### src/design/rgb256_pkg.sv
// Shared types and constants for the RGB to 256-color index pipeline.
package rgb256_pkg;

    localparam logic [7:0] LVL0_LIMIT   = 8'd47;   // below this a channel sits at cube level 0
    localparam logic [7:0] CUBE_ORIGIN  = 8'd75;   // 0x5f - 20
    localparam logic [7:0] CUBE_STEP    = 8'd40;
    localparam logic [7:0] NEAR_LO      = 8'd18;
    localparam logic [7:0] NEAR_HI      = 8'd22;
    localparam logic [7:0] GRAY_LIMIT   = 8'd4;    // below this the gray step is -1
    localparam logic [7:0] GRAY_ORIGIN  = 8'd3;    // 0x08 - 5
    localparam logic [15:0] GRAY_RECIP  = 16'd205; // 2048 / 10, exact for inputs up to 252
    localparam int          GRAY_SHIFT  = 11;
    localparam logic signed [5:0] GRAY_LAST = 6'sd23;
    localparam logic [7:0] CUBE_ROW     = 8'd36;
    localparam logic [7:0] CUBE_COL     = 8'd6;
    localparam logic [7:0] INDEX_BASE   = 8'd16;
    localparam logic [7:0] WHITE_INDEX  = 8'd231;
    localparam logic [7:0] GRAY_BASE    = 8'd232;

    typedef struct packed {
        logic [2:0]        lvl;
        logic              near;
        logic signed [5:0] gs;
    } chan_feat_t;

    typedef struct packed {
        logic       use_gray;
        logic [7:0] cube_idx;
        logic [7:0] gray_idx;
    } pick_t;

endpackage

### src/design/rgb256_chan.sv
// Per-channel quantizer: cube level, near-level flag and gray step.
module rgb256_chan (
    input  logic [7:0]              pix,
    output rgb256_pkg::chan_feat_t  feat
);
    import rgb256_pkg::*;

    logic [7:0]  u;
    logic [7:0]  r;
    logic [15:0] prod;

    always_comb begin
        u    = pix - CUBE_ORIGIN;
        r    = u;
        prod = 16'(pix - GRAY_ORIGIN) * GRAY_RECIP;
        feat.near = 1'b0;
        if (pix < LVL0_LIMIT) begin
            feat.lvl = 3'd0;
        end else if (pix < CUBE_ORIGIN) begin
            feat.lvl = 3'd1;
        end else begin
            if (u >= 8'(4 * CUBE_STEP)) begin
                feat.lvl = 3'd5;
                r = u - 8'(4 * CUBE_STEP);
            end else if (u >= 8'(3 * CUBE_STEP)) begin
                feat.lvl = 3'd4;
                r = u - 8'(3 * CUBE_STEP);
            end else if (u >= 8'(2 * CUBE_STEP)) begin
                feat.lvl = 3'd3;
                r = u - 8'(2 * CUBE_STEP);
            end else if (u >= CUBE_STEP) begin
                feat.lvl = 3'd2;
                r = u - CUBE_STEP;
            end else begin
                feat.lvl = 3'd1;
            end
            feat.near = (r >= NEAR_LO) && (r <= NEAR_HI);
        end
        if (pix < GRAY_LIMIT) begin
            feat.gs = -6'sd1;
        end else begin
            feat.gs = $signed({1'b0, prod[GRAY_SHIFT +: 5]});
        end
    end

endmodule

### src/design/rgb256_pick.sv
// Decides between cube color, kept cube color and gray ramp entry.
module rgb256_pick (
    input  rgb256_pkg::chan_feat_t  fr,
    input  rgb256_pkg::chan_feat_t  fg,
    input  rgb256_pkg::chan_feat_t  fb,
    output rgb256_pkg::pick_t       pick
);
    import rgb256_pkg::*;

    logic              kept;
    logic              lvl_ok;
    logic              gs_ok;
    logic [2:0]        la;
    logic [2:0]        lb;
    logic signed [5:0] ga;
    logic signed [5:0] gb;
    logic signed [6:0] gd;

    always_comb begin
        kept = (fr.lvl == fg.lvl) && (fg.lvl == fb.lvl) && fr.near && fg.near && fb.near;

        if (fg.lvl == fb.lvl) begin
            la = fr.lvl;
            lb = fg.lvl;
        end else begin
            la = fg.lvl;
            lb = fb.lvl;
        end
        lvl_ok = ((fr.lvl == fg.lvl) || (la == fb.lvl)) &&
                 ((la == lb) || ({1'b0, la} == {1'b0, lb} + 4'd1) ||
                  ({1'b0, lb} == {1'b0, la} + 4'd1));

        if (fg.gs == fb.gs) begin
            ga = fr.gs;
            gb = fg.gs;
        end else begin
            ga = fg.gs;
            gb = fb.gs;
        end
        gd    = 7'(ga) - 7'(gb);
        gs_ok = ((fr.gs == fg.gs) || (ga == fb.gs)) && (gd >= -7'sd2) && (gd <= 7'sd2);

        // gray step comes from red when green and blue agree, else green
        if (ga < 6'sd0) begin
            pick.gray_idx = INDEX_BASE;
        end else if (ga > GRAY_LAST) begin
            pick.gray_idx = WHITE_INDEX;
        end else begin
            pick.gray_idx = GRAY_BASE + 8'(ga[4:0]);
        end

        pick.cube_idx = INDEX_BASE + 8'(fr.lvl) * CUBE_ROW + 8'(fg.lvl) * CUBE_COL
                        + 8'(fb.lvl);
        pick.use_gray = !kept && lvl_ok && gs_ok;
    end

endmodule

### src/design/rgb24_to_256_color_index_unit.sv
// Top level: three-stage pipeline mapping an RGB pixel to a 256-color index.
// The channel features, the pick and the index are registered in turn before m_tvalid.
// Throughput: one pixel per cycle; the three stage registers each take a new
// pixel whenever the stage after them is empty or moving.
// Reset: synchronous, active low; clears all stage valid bits, no payload reset.
// A stalled result holds while earlier stages keep filling their empty slots.
module rgb24_to_256_color_index_unit (
    input  logic        aclk,
    input  logic        aresetn,
    input  logic        s_tvalid,
    output logic        s_tready,
    input  logic [23:0] s_tdata,   // red [7:0], green [15:8], blue [23:16]
    output logic        m_tvalid,
    input  logic        m_tready,
    output logic [7:0]  m_tdata    // color_index [7:0]
);
    import rgb256_pkg::*;

    chan_feat_t fr_next, fg_next, fb_next;
    chan_feat_t fr_reg, fg_reg, fb_reg;
    pick_t      pick_next, pick_reg;
    logic [7:0] idx_next, idx_reg;
    logic       v1_reg, v2_reg, v3_reg;
    logic       rdy1, rdy2, rdy3;

    rgb256_chan u_chan_r (.pix(s_tdata[7:0]),   .feat(fr_next));
    rgb256_chan u_chan_g (.pix(s_tdata[15:8]),  .feat(fg_next));
    rgb256_chan u_chan_b (.pix(s_tdata[23:16]), .feat(fb_next));

    rgb256_pick u_pick (.fr(fr_reg), .fg(fg_reg), .fb(fb_reg), .pick(pick_next));

    assign idx_next = pick_reg.use_gray ? pick_reg.gray_idx : pick_reg.cube_idx;

    assign rdy3     = !v3_reg || m_tready;
    assign rdy2     = !v2_reg || rdy3;
    assign rdy1     = !v1_reg || rdy2;
    assign s_tready = rdy1;
    assign m_tvalid = v3_reg;
    assign m_tdata  = idx_reg;

    always_ff @(posedge aclk) begin
        if (!aresetn) begin
            v1_reg <= 1'b0;
            v2_reg <= 1'b0;
            v3_reg <= 1'b0;
        end else begin
            if (rdy1) begin
                v1_reg <= s_tvalid;
            end
            if (rdy2) begin
                v2_reg <= v1_reg;
            end
            if (rdy3) begin
                v3_reg <= v2_reg;
            end
        end
    end

    always_ff @(posedge aclk) begin
        if (rdy1 && s_tvalid) begin
            fr_reg <= fr_next;
            fg_reg <= fg_next;
            fb_reg <= fb_next;
        end
        if (rdy2 && v1_reg) begin
            pick_reg <= pick_next;
        end
        if (rdy3 && v2_reg) begin
            idx_reg <= idx_next;
        end
    end

endmodule

### config.mk
export PLATFORM = sky130hd
export DESIGN_NAME = rgb24_to_256_color_index_unit
export DESIGN_NICKNAME = d
export VERILOG_FILES = /design/src/design/rgb256_pkg.sv /design/src/design/rgb256_chan.sv /design/src/design/rgb256_pick.sv /design/src/design/rgb24_to_256_color_index_unit.sv
export SDC_FILE = /design/constraint.sdc
export NUM_CORES = 1
export LEC_CHECK = 0
export BUFFER_PORTS_ARGS = -buffer_cell sky130_fd_sc_hd__buf_2
export CORE_ASPECT_RATIO = 2
export CORE_MARGIN = 1.5
export CORE_UTILIZATION = 50
export DETAILED_ROUTE_END_ITERATION = 8
export PLACE_DENSITY = 0.74
export SLEW_MARGIN = 20
export SYNTH_ARGS = -nofsm -noshare
export SYNTH_HDL_FRONTEND = slang
export SYNTH_SLANG_ARGS = --single-unit
export TNS_END_PERCENT = 50
### constraint.sdc
create_clock -name aclk -period 6.9 [get_ports aclk]
set_input_delay 0.345 -clock aclk [delete_from_list [all_inputs] [get_ports aclk]]
set_output_delay 0.345 -clock aclk [all_outputs]
set_load 0.02 [all_outputs]
==> out/results.txt <==
Ys flop type: edfxtp_1
Reg clk slew, reported paths: 0.07 ns
CTS tree: built
Nets: 1,303
# IOs: 38
Clk sink count: 56
Die width: 99.7 microns
Hold path startpoint: aresetn
Max_slew headroom: 33.7%
Initial DRC Count: 204
Gpl congestion: 0.932
I/O Buffers: 37
Top post-synthesis cells by area: ha_1, edfxtp_1, fa_1, inv_1, xnor2_1
Yosys cell types: 68
Reg2reg start: fg_reg[0]$_SDFFCE_PP1P_
Reg2Reg Setup Slack: 2.94 ns
Yosys top cell by area: ha_1
Crit. End Element: register
Startpoint types: input port
Placement Rows: 70
Avg Inst Size Synth: 9.32 sq um
Pleak: 4.96 nW
FF+latch count, synth: 56
Max Buffers Root-to-Sink: 2
Worst Clk Skew: 0.00537 ns
Max H-tree Level: 2
Pwr Density: 257 mW/mm^2
Seq/Total Area, Yosys: 17.7%
Warning count from the yosys run: 0
Critical Path Fanout Max: 11
DR DRC count: 0
Synthesized Nets: 1,280
Layout area overhead: 5.53%
Post-synth EDFFs: 53
First-pass GRT wire length: 32.9 mm
Pre-Repair DR Iteration Count: 5
Fin crit share: 75.7%
Final hold violations: 0
Hold Crit Class: in -> reg
Fin area: 0.00987 sq mm
Ratio of cells with drive above 1 in the final layout: 8.08%
Crit path arrival time: 5.26 ns
Antenna Violating Nets Remaining: 0
Slew @ Worst Pin: 0.994 ns
Tot Pwr: 2.54 mW
GRT overflow: 0
CP startpoint: s_tdata[4]
Post-CTS setup buffer count: 0
Yosys top cell area share: 25.8%
Worst endpoint required time: 6.94 ns
Synth Instances: 1,003
Post-CTS Resized: 0
Starting Density: 51.1%
Total Wirelength: 19.3 mm
Place WS: 1.36 ns
Antenna violations before repair: 1
Final setup viols: 0
Via Count: 6,994
Fin worst setup slack: 1.68 ns
Max Slew Vio Count: 0
Die Footprint: 0.0196 sq mm
Root buffer cell: clkbuf_16
Max VDD drop: 110 uV
Worst skew pair latency: 0.29 ns
Synth Cell Area: 0.00935 sq mm
Core ar.: 0.0183 sq mm
Reg-to-Reg End: pick_reg[16]$_DFFE_PP_
Vias per cell: 5.62
Max-cap violations: 0
Fin crit period: 5.22 ns
Largest net degree at the start of global routing: 31
Outcome: finished clean
DPL Wire Length: 16.5 mm
Most frequent cells in the layout: ha_1, inv_1, fa_1, edfxtp_1, xnor2_1
RSZ-0062 raised after global routing: no
Mean routed wirelength per cell: 15.5 microns
Fmax: 192 MHz
Hold Path Stages: 2
Hold_buf cts: 0
Max FFs per register: 15
Post-placement cell area: 0.00972 sq mm
Share of flip-flops with an asynchronous set or reset: 0%
Die H: 196 microns
Vias in the first global route: 7,460
Total negative slack: 0 ns
WS Path Type: in -> reg
R2R cell count: 14
GRT Total Usage: 20.6%
CTS Buf Count: 5
Commonest non-fill, non-tap cell in the layout: ha_1
Endpoint, Worst Hold: m_tvalid$_SDFFE_PN0P_
## where the power goes
part	internal [mW]	total [mW]	leakage (nW)	switching [mW]
Combinational	0.751	1.72	4.36	0.964
Clock	0.134	0.248	0.0716	0.114
Sequential	0.504	0.576	0.528	0.0718
Total	1.39	2.54	4.96	1.15
## synthesized netlist by cell type (all sizes together), types with 2 or more instances
master	instances
fa	56
o21a	11
a21oi	45
or4	5
nor4	4
o21ai	37
a31o	4
a2111oi	4
o21bai	5
a211o	3
nand3b	5
dfxtp	3
clkbuf	7
mux2i	11
and3b	7
a221oi	2
nand3	15
nand2	44
o2111ai	8
nand4b	2
xor2	34
nor2b	9
o211a	5
a21o	18
or3	9
nand4	7
a211oi	13
nor2	23
a31oi	11
mux2	9
inv	198
xnor2	48
buf	16
edfxtp	53
nor3b	4
nor4b	3
a41o	2
and3	7
and2	5
o31ai	4
nor3	30
ha	193
nand2b	7
a21boi	3
o211ai	8
## routing by layer
metal / vias to the layer above / global-route usage (%) / routed length (microns)
met5: - / 0 / 0
met4: 0 / 6.89 / 585
met3: 47 / 1.63 / 305
met2: 112 / 43.9 / 11400
met1: 3354 / 19.4 / 6930
li1: 3481 / - / -
## critical path, cell delays in order
cell     delay (ns)
buf_2          0.17
or4_1          0.58
a211o_1        0.31
xnor2_1        0.44
ha_1           0.22
inv_1          0.05
fa_1           0.48
inv_1          0.06
fa_1           0.54
inv_1          0.06
fa_1           0.53
inv_1          0.04
ha_1           0.29
and3_1         0.17
nand3_1        0.11
a21oi_1        0.12
o31ai_1        0.30
a21oi_1        0.11
or3_1          0.34
## kinds of logic after synthesis
group | after synthesis | synth area share [%]
buffers and inverters | 221 | 9.17
AOI/OAI and AO/OA | 189 | 14.3
DFF | 56 | 17.7
and+or+nand+nor | 186 | 10.7
xor gates and xnor gates | 82 | 8.08
muxes | 20 | 2.30
adders and majority gates | 249 | 37.8
## layout make-up
cell class | count | area [sq um]
clock buffers | 5 | 125
fillers | 1645 | 8440
well taps | 216 | 270
diodes | 1 | 2.50
clock inverters | 3 | 17.5
repair buffers | 39 | 200
multi-input cells | 726 | 6860
inverters | 198 | 743
flip-flops and latches | 56 | 1650
## worst max-delay path by stage
stage | to
after floorplan | fg_reg[4]$_SDFFCE_PP1P_
after global routing | fr_reg[4]$_SDFFCE_PP1P_
after detailed placement | fr_reg[4]$_SDFFCE_PP1P_
final | fr_reg[4]$_SDFFCE_PP1P_
after global placement | fg_reg[4]$_SDFFCE_PP1P_
after CTS | fr_reg[4]$_SDFFCE_PP1P_
## stage by stage
step / cells / hold slack, ns / utilization (%)
after floorplan: 1003 / 0.463 / -
after global placement: 1235 / 0.534 / 53.1
after detailed placement: 1235 / 0.530 / 53.1
after CTS: 1243 / 0.285 / 53.9
after global routing: 1244 / 0.302 / 53.9
final: 1244 / 0.289 / 53.9
Note: power is estimated with default switching activity, not from simulation.
